[src/hdl/pcbm_pkg.sv]
// ----------------------------------------------------------------------------
// pcbm_pkg - shared types for the paired-channel block median filter
// Sample type, item structs for both channels, set codes and the control
// group that drives the sorting chain.
// ----------------------------------------------------------------------------
package pcbm_pkg;

	localparam int SAMPLE_W = 12;

	typedef logic [SAMPLE_W-1:0] sample_t;

	// set codes carried in set_kind
	localparam logic SET_NORMAL = 1'b0;
	localparam logic SET_KNOWN  = 1'b1;

	typedef struct packed {
		sample_t sample;
		logic    known_load;
	} sample_item_t;

	typedef struct packed {
		logic    set_kind;
		sample_t fwd_median;
		sample_t ref_median;
	} median_item_t;

	// control shared by every cell of a sorting chain
	typedef struct packed {
		logic clear;
		logic shift;
	} chain_ctl_t;

endpackage

[src/hdl/pcbm_sort_cell.sv]
// ----------------------------------------------------------------------------
// pcbm_sort_cell - one cell of the systolic insertion sorter
// Keeps the smaller of its held value and the incoming one and hands the
// larger to its right neighbor through a register. In shift mode it takes the
// held value of its right neighbor.
// ----------------------------------------------------------------------------
module pcbm_sort_cell (
	input  logic                 clk,
	input  logic                 arst_n,
	input  pcbm_pkg::chain_ctl_t ctl,
	input  logic                 in_vld,
	input  pcbm_pkg::sample_t    in_val,
	input  pcbm_pkg::sample_t    next_hold,
	output logic                 out_vld,
	output pcbm_pkg::sample_t    out_val,
	output pcbm_pkg::sample_t    hold
);
	import pcbm_pkg::*;

	logic    hold_vld_q;
	logic    pass_vld_q;
	sample_t hold_q;
	sample_t pass_q;

	always_ff @(posedge clk or negedge arst_n) begin
		if (!arst_n) begin
			hold_vld_q <= 1'b0;
			pass_vld_q <= 1'b0;
		end else if (ctl.clear) begin
			hold_vld_q <= 1'b0;
			pass_vld_q <= 1'b0;
		end else if (ctl.shift) begin
			pass_vld_q <= 1'b0;
		end else begin
			// an occupied cell pushes one value onward for each value it takes in
			pass_vld_q <= in_vld && hold_vld_q;
			if (in_vld) begin
				hold_vld_q <= 1'b1;
			end
		end
	end

	always_ff @(posedge clk) begin
		if (ctl.shift) begin
			hold_q <= next_hold;
		end else if (in_vld && !ctl.clear) begin
			if (!hold_vld_q) begin
				hold_q <= in_val;
			end else if (in_val < hold_q) begin
				hold_q <= in_val;
				pass_q <= hold_q;
			end else begin
				pass_q <= in_val;
			end
		end
	end

	assign out_vld = pass_vld_q;
	assign out_val = pass_q;
	assign hold    = hold_q;

endmodule

[src/hdl/pcbm_window_ram.sv]
// ----------------------------------------------------------------------------
// pcbm_window_ram - storage for one sample window
// One write port and one registered read port.
// ----------------------------------------------------------------------------
module pcbm_window_ram #(
	parameter int WINDOW = 24
) (
	input  logic                      clk,
	input  logic                      wr_en,
	input  logic [$clog2(WINDOW)-1:0] wr_addr,
	input  pcbm_pkg::sample_t         wr_data,
	input  logic [$clog2(WINDOW)-1:0] rd_addr,
	output pcbm_pkg::sample_t         rd_data
);
	import pcbm_pkg::*;

	sample_t mem_q [WINDOW];
	sample_t rd_data_q;

	always_ff @(posedge clk) begin
		if (wr_en) begin
			mem_q[wr_addr] <= wr_data;
		end
	end

	always_ff @(posedge clk) begin
		rd_data_q <= mem_q[rd_addr];
	end

	assign rd_data = rd_data_q;

endmodule

[src/hdl/pcbm_sort_chain.sv]
// ----------------------------------------------------------------------------
// pcbm_sort_chain - row of sort cells for one window
// Values enter at the left end one per cycle and settle in ascending order,
// smallest in the leftmost cell. Shift mode moves the sorted row out through
// the head one value per cycle.
// ----------------------------------------------------------------------------
module pcbm_sort_chain #(
	parameter int WINDOW = 24
) (
	input  logic                 clk,
	input  logic                 arst_n,
	input  pcbm_pkg::chain_ctl_t ctl,
	input  logic                 feed_vld,
	input  pcbm_pkg::sample_t    feed_val,
	output pcbm_pkg::sample_t    head,
	output pcbm_pkg::sample_t    median,
	output logic                 spill
);
	import pcbm_pkg::*;

	localparam int HALF = WINDOW / 2;

	logic    link_vld [WINDOW+1];
	sample_t link_val [WINDOW];
	sample_t hold_val [WINDOW];

	assign link_vld[0] = feed_vld;
	assign link_val[0] = feed_val;

	for (genvar i = 0; i < WINDOW; i++) begin : g_cell
		if (i < WINDOW - 1) begin : g_mid
			pcbm_sort_cell u_cell (
				.clk       (clk),
				.arst_n    (arst_n),
				.ctl       (ctl),
				.in_vld    (link_vld[i]),
				.in_val    (link_val[i]),
				.next_hold (hold_val[i+1]),
				.out_vld   (link_vld[i+1]),
				.out_val   (link_val[i+1]),
				.hold      (hold_val[i])
			);
		end else begin : g_last
			pcbm_sort_cell u_cell (
				.clk       (clk),
				.arst_n    (arst_n),
				.ctl       (ctl),
				.in_vld    (link_vld[i]),
				.in_val    (link_val[i]),
				.next_hold ('0),
				.out_vld   (link_vld[i+1]),
				.out_val   (),
				.hold      (hold_val[i])
			);
		end
	end

	if ((WINDOW % 2) == 0) begin : g_even
		logic [SAMPLE_W:0] mid_sum;
		// floor mean of the two middle values
		assign mid_sum = {1'b0, hold_val[HALF]} + {1'b0, hold_val[HALF-1]};
		assign median  = mid_sum[SAMPLE_W:1];
	end else begin : g_odd
		assign median = hold_val[HALF];
	end

	assign head  = hold_val[0];
	assign spill = link_vld[WINDOW];

endmodule

[src/hdl/paired_channel_block_median.sv]
// ----------------------------------------------------------------------------
// paired_channel_block_median - block median over alternating channel pairs
// Routes forward/reflected samples into the normal or known-load windows and
// emits both channel medians of a set once it holds WINDOW pairs.
// ----------------------------------------------------------------------------
//  channel   | handshake                   | payload
//  ----------+-----------------------------+------------------------------
//  samples   | sample_valid / sample_stall | sample_item (sample, known_load)
//  medians   | median_valid / median_stall | median_item (set_kind, fwd, ref)
//
// An item that finds no full set is stored at once and raises no stall. An
// item that closes a set raises sample_stall and is held while WINDOW reads
// feed the two sort chains, the chains settle as the last value walks to the
// far end, the sorted windows go back through the write port of each RAM of
// the set, and the output register loads; the held item is stored then.
// The emit cycle waits while a previous result is still stalled.
// Reset clears fills, channel phase and all valid bits; window contents are
// left as they are.
// ----------------------------------------------------------------------------
module paired_channel_block_median #(
	parameter int WINDOW = 24
) (
	input  logic                   clk,
	input  logic                   arst_n,
	input  logic                   sample_valid,
	output logic                   sample_stall,
	input  pcbm_pkg::sample_item_t sample_item,
	output logic                   median_valid,
	input  logic                   median_stall,
	output pcbm_pkg::median_item_t median_item
);
	import pcbm_pkg::*;

	localparam int CNT_W = $clog2(WINDOW + 1);
	localparam int IDX_W = $clog2(WINDOW);

	localparam logic [2:0] ST_IDLE  = 3'd0;
	localparam logic [2:0] ST_LOAD  = 3'd1;
	localparam logic [2:0] ST_DRAIN = 3'd2;
	localparam logic [2:0] ST_WBACK = 3'd3;
	localparam logic [2:0] ST_EMIT  = 3'd4;

	logic [2:0]       state_q;
	logic [CNT_W-1:0] cnt_q;
	logic             expect_q;
	logic [CNT_W-1:0] normal_fill_q;
	logic [CNT_W-1:0] known_fill_q;
	logic             sel_known_q;
	logic             feed_vld_s1;
	logic             out_valid_q;
	sample_t          pend_smp_q;
	logic             pend_known_q;
	sample_t          med_fwd_q;
	sample_t          med_ref_q;
	median_item_t     out_q;

	logic             accept_in;
	logic             normal_full;
	logic             known_full;
	logic             any_full;
	logic             out_free;
	logic             emit_go;
	logic             wback;
	logic             last_idx;
	logic             st_en;
	logic             st_known;
	sample_t          st_smp;
	logic [CNT_W-1:0] normal_fill_eff;
	logic [CNT_W-1:0] known_fill_eff;
	logic [CNT_W-1:0] normal_fill_n;
	logic [CNT_W-1:0] known_fill_n;
	logic [IDX_W-1:0] st_idx;
	logic [IDX_W-1:0] ram_wr_idx;
	logic [IDX_W-1:0] ram_rd_idx;

	sample_t          nf_rd, nr_rd, kf_rd, kr_rd;
	sample_t          fwd_head, ref_head;
	sample_t          fwd_median, ref_median;
	logic             fwd_spill, ref_spill;
	chain_ctl_t       chain_ctl;

	assign sample_stall = (state_q != ST_IDLE);
	assign accept_in    = sample_valid && !sample_stall;
	assign normal_full  = (normal_fill_q >= CNT_W'(WINDOW));
	assign known_full   = (known_fill_q >= CNT_W'(WINDOW));
	assign any_full     = normal_full || known_full;
	assign out_free     = !out_valid_q || !median_stall;
	assign emit_go      = (state_q == ST_EMIT) && out_free;
	assign wback        = (state_q == ST_WBACK);
	assign last_idx     = (cnt_q == CNT_W'(WINDOW - 1));

	// sample store: straight from the port, or the held item after a median
	always_comb begin
		st_en    = 1'b0;
		st_known = 1'b0;
		st_smp   = sample_item.sample;
		if (accept_in && !any_full) begin
			st_en    = 1'b1;
			st_known = sample_item.known_load;
		end else if (emit_go) begin
			st_en    = 1'b1;
			st_known = pend_known_q;
			st_smp   = pend_smp_q;
		end
	end

	// the closing set restarts at zero before the held sample lands
	assign normal_fill_eff = (emit_go && sel_known_q == SET_NORMAL) ? '0 : normal_fill_q;
	assign known_fill_eff  = (emit_go && sel_known_q == SET_KNOWN)  ? '0 : known_fill_q;
	assign normal_fill_n   = normal_fill_eff + CNT_W'(st_en && !st_known && expect_q);
	assign known_fill_n    = known_fill_eff  + CNT_W'(st_en &&  st_known && expect_q);
	assign st_idx          = st_known ? known_fill_eff[IDX_W-1:0] : normal_fill_eff[IDX_W-1:0];
	assign ram_wr_idx      = wback ? cnt_q[IDX_W-1:0] : st_idx;
	assign ram_rd_idx      = cnt_q[IDX_W-1:0];

	always_ff @(posedge clk or negedge arst_n) begin
		if (!arst_n) begin
			state_q       <= ST_IDLE;
			cnt_q         <= '0;
			expect_q      <= 1'b0;
			normal_fill_q <= '0;
			known_fill_q  <= '0;
			sel_known_q   <= SET_NORMAL;
			feed_vld_s1   <= 1'b0;
			out_valid_q   <= 1'b0;
		end else begin
			normal_fill_q <= normal_fill_n;
			known_fill_q  <= known_fill_n;
			feed_vld_s1   <= (state_q == ST_LOAD);
			if (st_en) begin
				expect_q <= !expect_q;
			end
			if (emit_go) begin
				out_valid_q <= 1'b1;
			end else if (!median_stall) begin
				out_valid_q <= 1'b0;
			end
			unique case (state_q)
				ST_IDLE: begin
					if (accept_in && any_full) begin
						state_q     <= ST_LOAD;
						cnt_q       <= '0;
						sel_known_q <= known_full ? SET_KNOWN : SET_NORMAL;
					end
				end
				ST_LOAD: begin
					if (last_idx) begin
						state_q <= ST_DRAIN;
						cnt_q   <= '0;
					end else begin
						cnt_q <= cnt_q + 1'b1;
					end
				end
				ST_DRAIN: begin
					// let the last value walk to the far end of the chain
					if (cnt_q == CNT_W'(WINDOW)) begin
						state_q <= ST_WBACK;
						cnt_q   <= '0;
					end else begin
						cnt_q <= cnt_q + 1'b1;
					end
				end
				ST_WBACK: begin
					if (last_idx) begin
						state_q <= ST_EMIT;
						cnt_q   <= '0;
					end else begin
						cnt_q <= cnt_q + 1'b1;
					end
				end
				ST_EMIT: begin
					if (out_free) begin
						state_q <= ST_IDLE;
					end
				end
				default: begin
					state_q <= ST_IDLE;
				end
			endcase
		end
	end

	always_ff @(posedge clk) begin
		if (accept_in && any_full) begin
			pend_smp_q <= sample_item.sample;
			// closing the known set drops the known-load route for this item
			pend_known_q <= sample_item.known_load && !known_full;
		end
		if (state_q == ST_DRAIN && cnt_q == CNT_W'(WINDOW)) begin
			med_fwd_q <= fwd_median;
			med_ref_q <= ref_median;
		end
		if (emit_go) begin
			out_q.set_kind   <= sel_known_q;
			out_q.fwd_median <= med_fwd_q;
			out_q.ref_median <= med_ref_q;
		end
	end

	assign median_valid = out_valid_q;
	assign median_item  = out_q;

	pcbm_window_ram #(.WINDOW(WINDOW)) u_normal_fwd (
		.clk     (clk),
		.wr_en   ((st_en && !st_known && !expect_q) || (wback && sel_known_q == SET_NORMAL)),
		.wr_addr (ram_wr_idx),
		.wr_data (wback ? fwd_head : st_smp),
		.rd_addr (ram_rd_idx),
		.rd_data (nf_rd)
	);

	pcbm_window_ram #(.WINDOW(WINDOW)) u_normal_ref (
		.clk     (clk),
		.wr_en   ((st_en && !st_known && expect_q) || (wback && sel_known_q == SET_NORMAL)),
		.wr_addr (ram_wr_idx),
		.wr_data (wback ? ref_head : st_smp),
		.rd_addr (ram_rd_idx),
		.rd_data (nr_rd)
	);

	pcbm_window_ram #(.WINDOW(WINDOW)) u_known_fwd (
		.clk     (clk),
		.wr_en   ((st_en && st_known && !expect_q) || (wback && sel_known_q == SET_KNOWN)),
		.wr_addr (ram_wr_idx),
		.wr_data (wback ? fwd_head : st_smp),
		.rd_addr (ram_rd_idx),
		.rd_data (kf_rd)
	);

	pcbm_window_ram #(.WINDOW(WINDOW)) u_known_ref (
		.clk     (clk),
		.wr_en   ((st_en && st_known && expect_q) || (wback && sel_known_q == SET_KNOWN)),
		.wr_addr (ram_wr_idx),
		.wr_data (wback ? ref_head : st_smp),
		.rd_addr (ram_rd_idx),
		.rd_data (kr_rd)
	);

	assign chain_ctl.clear = accept_in && any_full;
	assign chain_ctl.shift = wback;

	pcbm_sort_chain #(.WINDOW(WINDOW)) u_fwd_chain (
		.clk      (clk),
		.arst_n   (arst_n),
		.ctl      (chain_ctl),
		.feed_vld (feed_vld_s1),
		.feed_val ((sel_known_q == SET_KNOWN) ? kf_rd : nf_rd),
		.head     (fwd_head),
		.median   (fwd_median),
		.spill    (fwd_spill)
	);

	pcbm_sort_chain #(.WINDOW(WINDOW)) u_ref_chain (
		.clk      (clk),
		.arst_n   (arst_n),
		.ctl      (chain_ctl),
		.feed_vld (feed_vld_s1),
		.feed_val ((sel_known_q == SET_KNOWN) ? kr_rd : nr_rd),
		.head     (ref_head),
		.median   (ref_median),
		.spill    (ref_spill)
	);

	// a window never holds more values than the chain has cells
	a_no_spill: assert property (@(posedge clk) disable iff (!arst_n)
		!(fwd_spill || ref_spill))
		else $error("sort chain pushed a value past its last cell");

	a_one_full: assert property (@(posedge clk) disable iff (!arst_n)
		!(normal_full && known_full))
		else $error("both window sets full at once");

	a_fill_range: assert property (@(posedge clk) disable iff (!arst_n)
		normal_fill_q <= CNT_W'(WINDOW) && known_fill_q <= CNT_W'(WINDOW))
		else $error("fill count beyond window size");

	a_emit_src: assert property (@(posedge clk) disable iff (!arst_n)
		$rose(median_valid) |-> $past(state_q) == ST_EMIT)
		else $error("result raised outside the emit step");

endmodule

[config.mk]
export PLATFORM = sky130hd
export DESIGN_NAME = paired_channel_block_median
export DESIGN_NICKNAME = d
export VERILOG_FILES = /design/src/hdl/pcbm_pkg.sv /design/src/hdl/pcbm_sort_cell.sv /design/src/hdl/pcbm_window_ram.sv /design/src/hdl/pcbm_sort_chain.sv /design/src/hdl/paired_channel_block_median.sv
export SDC_FILE = /design/constraint.sdc
export NUM_CORES = 2
export LEC_CHECK = 0
export BUFFER_PORTS_ARGS = -buffer_cell sky130_fd_sc_hd__buf_2
export CAP_MARGIN = 30
export CORE_ASPECT_RATIO = 0.5
export CORE_MARGIN = 3
export CORE_UTILIZATION = 55
export DETAILED_ROUTE_END_ITERATION = 8
export PLACE_DENSITY = 0.77
export SLEW_MARGIN = 20
export SYNTH_ARGS = -nofsm -noshare
export SYNTH_HDL_FRONTEND = slang
export SYNTH_HIERARCHICAL = 1
export SYNTH_SLANG_ARGS = --single-unit
export TNS_END_PERCENT = 100
[constraint.sdc]
create_clock -name clk -period 10.12 [get_ports clk]
set_input_delay 0.506 -clock clk [delete_from_list [all_inputs] [get_ports clk]]
set_output_delay 0.506 -clock clk [all_outputs]
set_load 0.01 [all_outputs]
==> results.ini <==
[floorplanning]
io-pin-count = 44
die_h_microns = 334
rows = 119
core_sq_um = 212000
start_util = 0.558
die_w_microns = 662
die-area_sq_um = 221000

[hold_path]
hold_path.class = primary input to asynchronous set/reset pin

[global_route]
grt_pass1_wl_mm = 375
grt_overflow = 0
grt_pass1_vias = 64500
grt_max_degree = 159
grt_usage = 0.215
antenna_found_initial = 6

[layout]
layout.cells.most_common_list = edfxtp_1, mux2_2, inv_1
seqCellArea_sq_um = 74200
finalNetCount = 8407
final_cells = 10900
synthToLayoutAreaGrowth_pct = 9.80
drive_gt1_frac = 0.262
fin_util = 0.613
design_area_sq_um = 130000
multi_input_area_sq_um = 40500
layout_commonest_cell = edfxtp_1
fillers = 15200

[clocking]
clkSlewWorstSetupHoldPaths_ns = 0.07
post_cts_buffers = 0
cts_tree = yes
cts_buffers = 217
cts-resized-gates = 0
cts_root_buffer = clkbuf_16
max-clock-path-buffers = 4
cts_hold_buffers = 15
htreeDepth = 4
insertion_delay_ns = 0.89
cts.sinks = 2506

[worst_setup_path]
reg2reg_depth = 9
critPathKind = flip-flop to flip-flop
crit_arrival_ns = 5.93
crit_fanout = 128
cp.required_ns = 10.69
regToRegEndpoint = u_fwd_chain/g_cell[4].g_mid.u_cell/hold[5]
r2r_start = state_q[2]
start_kind = flip-flop
end_kind = flip-flop
ff2ff_setup_slack_ns = 4.76

[timing]
hold_viol = 0
setup_viol = 0
hold_ws_ns = 0.273
fin_worst_skew_ns = 0.0844
maxSlewViolCount = 0
relSlewSlack = 0.321
final.period_utilization = 0.530
period_needed_ns = 5.36
max_freq_ghz = 0.186
grt_setup_unrepaired = no
tightest_slew_ns = 1.02
tns_ns = 0

[routing]
finalWirelength_mm = 241
drc = 0
viasPerCell = 5.90
num_vias = 64000
drt-initial-drc-count = 5772
routedWlPerCell_microns = 22.2
drt.antenna.violating_nets = 0
drtPass1Iterations = 6

[placed_design]
dp_hpwl_mm = 161
placed_area_sq_um = 122000
dp.cells = 10400
gp_congestion = 0.836
port_buffers = 43

[outcome]
status = finished clean

[synth]
synthCells = 7578
yosys_warnings = 6
syn_area_sq_um = 118000
avgSynthCellArea_sq_um = 15.6

[power]
power_density_nw_per_um2 = 242
peakVddDrop_v = 0.000267
p_leak_nw = 47.9

[flow_run]
maxCapViolations = 0

## worst max path at each step
stage	from	endpoint	cells after the start
6_report	state_q[2]	u_fwd_chain/g_cell[4].g_mid.u_cell/hold[5]	9
2_1_floorplan	state_q[2]	u_ref_chain/g_cell[7].g_mid.u_cell/hold[0]	8
3_3_place_gp	state_q[2]	u_fwd_chain/g_cell[4].g_mid.u_cell/hold[6]	9
3_5_place_dp	state_q[2]	u_normal_fwd/mem_q[8][3]	7
4_1_cts	state_q[2]	u_normal_fwd/mem_q[8][10]	7
5_1_grt	state_q[2]	u_fwd_chain/g_cell[4].g_mid.u_cell/hold[5]	9
## routing by layer
metal,wire [microns],global-route usage,part of all wire
met5,0,0,0
met4,7560,0.0668,0.031
met3,15700,0.0361,0.065
met2,119000,0.365,0.49
met1,98900,0.286,0.41
## state kept, by name, indices dropped and copies added, names as in the netlist, 25 cells and up
signal                                   cells
u_normal_ref/mem_q                         288
u_ref_chain/g_cell.g_mid.u_cell/hold       276
u_normal_fwd/mem_q                         288
u_known_fwd/mem_q                          288
u_known_ref/mem_q                          288
u_fwd_chain/g_cell.g_mid.u_cell/out_val    276
median_item                                 25
u_ref_chain/g_cell.g_mid.u_cell/out_val    276
u_fwd_chain/g_cell.g_mid.u_cell/hold       276
## area by class of cell
type | instances | share of cell area
diodes | 3 | 0.0000577
clock buffers | 305 | 0.0488
clock inverters | 92 | 0.00618
inverters | 600 | 0.0174
multi-input cells | 4217 | 0.311
flip-flops and latches | 2506 | 0.570
well taps | 2843 | 0.0273
repair buffers | 290 | 0.0186
## power breakdown
part | internal (mW) | switching (mW)
Clock | 4.70 | 3.72
Combinational | 4.19 | 4.68
Sequential | 13.2 | 0.979
## through the flow
stage          total power, mW  setup WS [ns]
2_1_floorplan             20.9           5.15
3_3_place_gp              22.8           4.91
3_5_place_dp              23.1           4.81
4_1_cts                   31.6           4.80
5_1_grt                   32.9           4.44
6_report                  31.5           4.76
## worst max-delay path, stage by stage (launching register included)
cell      delay (ns)
dfrtp_1         0.53
nand3b_1        0.23
buf_4           0.30
inv_8           0.61
buf_4           0.87
buf_4           0.79
buf_4           0.83
nor2_1          0.11
o31ai_1         0.16
buf_4           0.28
Power figures use the tool's default switching activity.
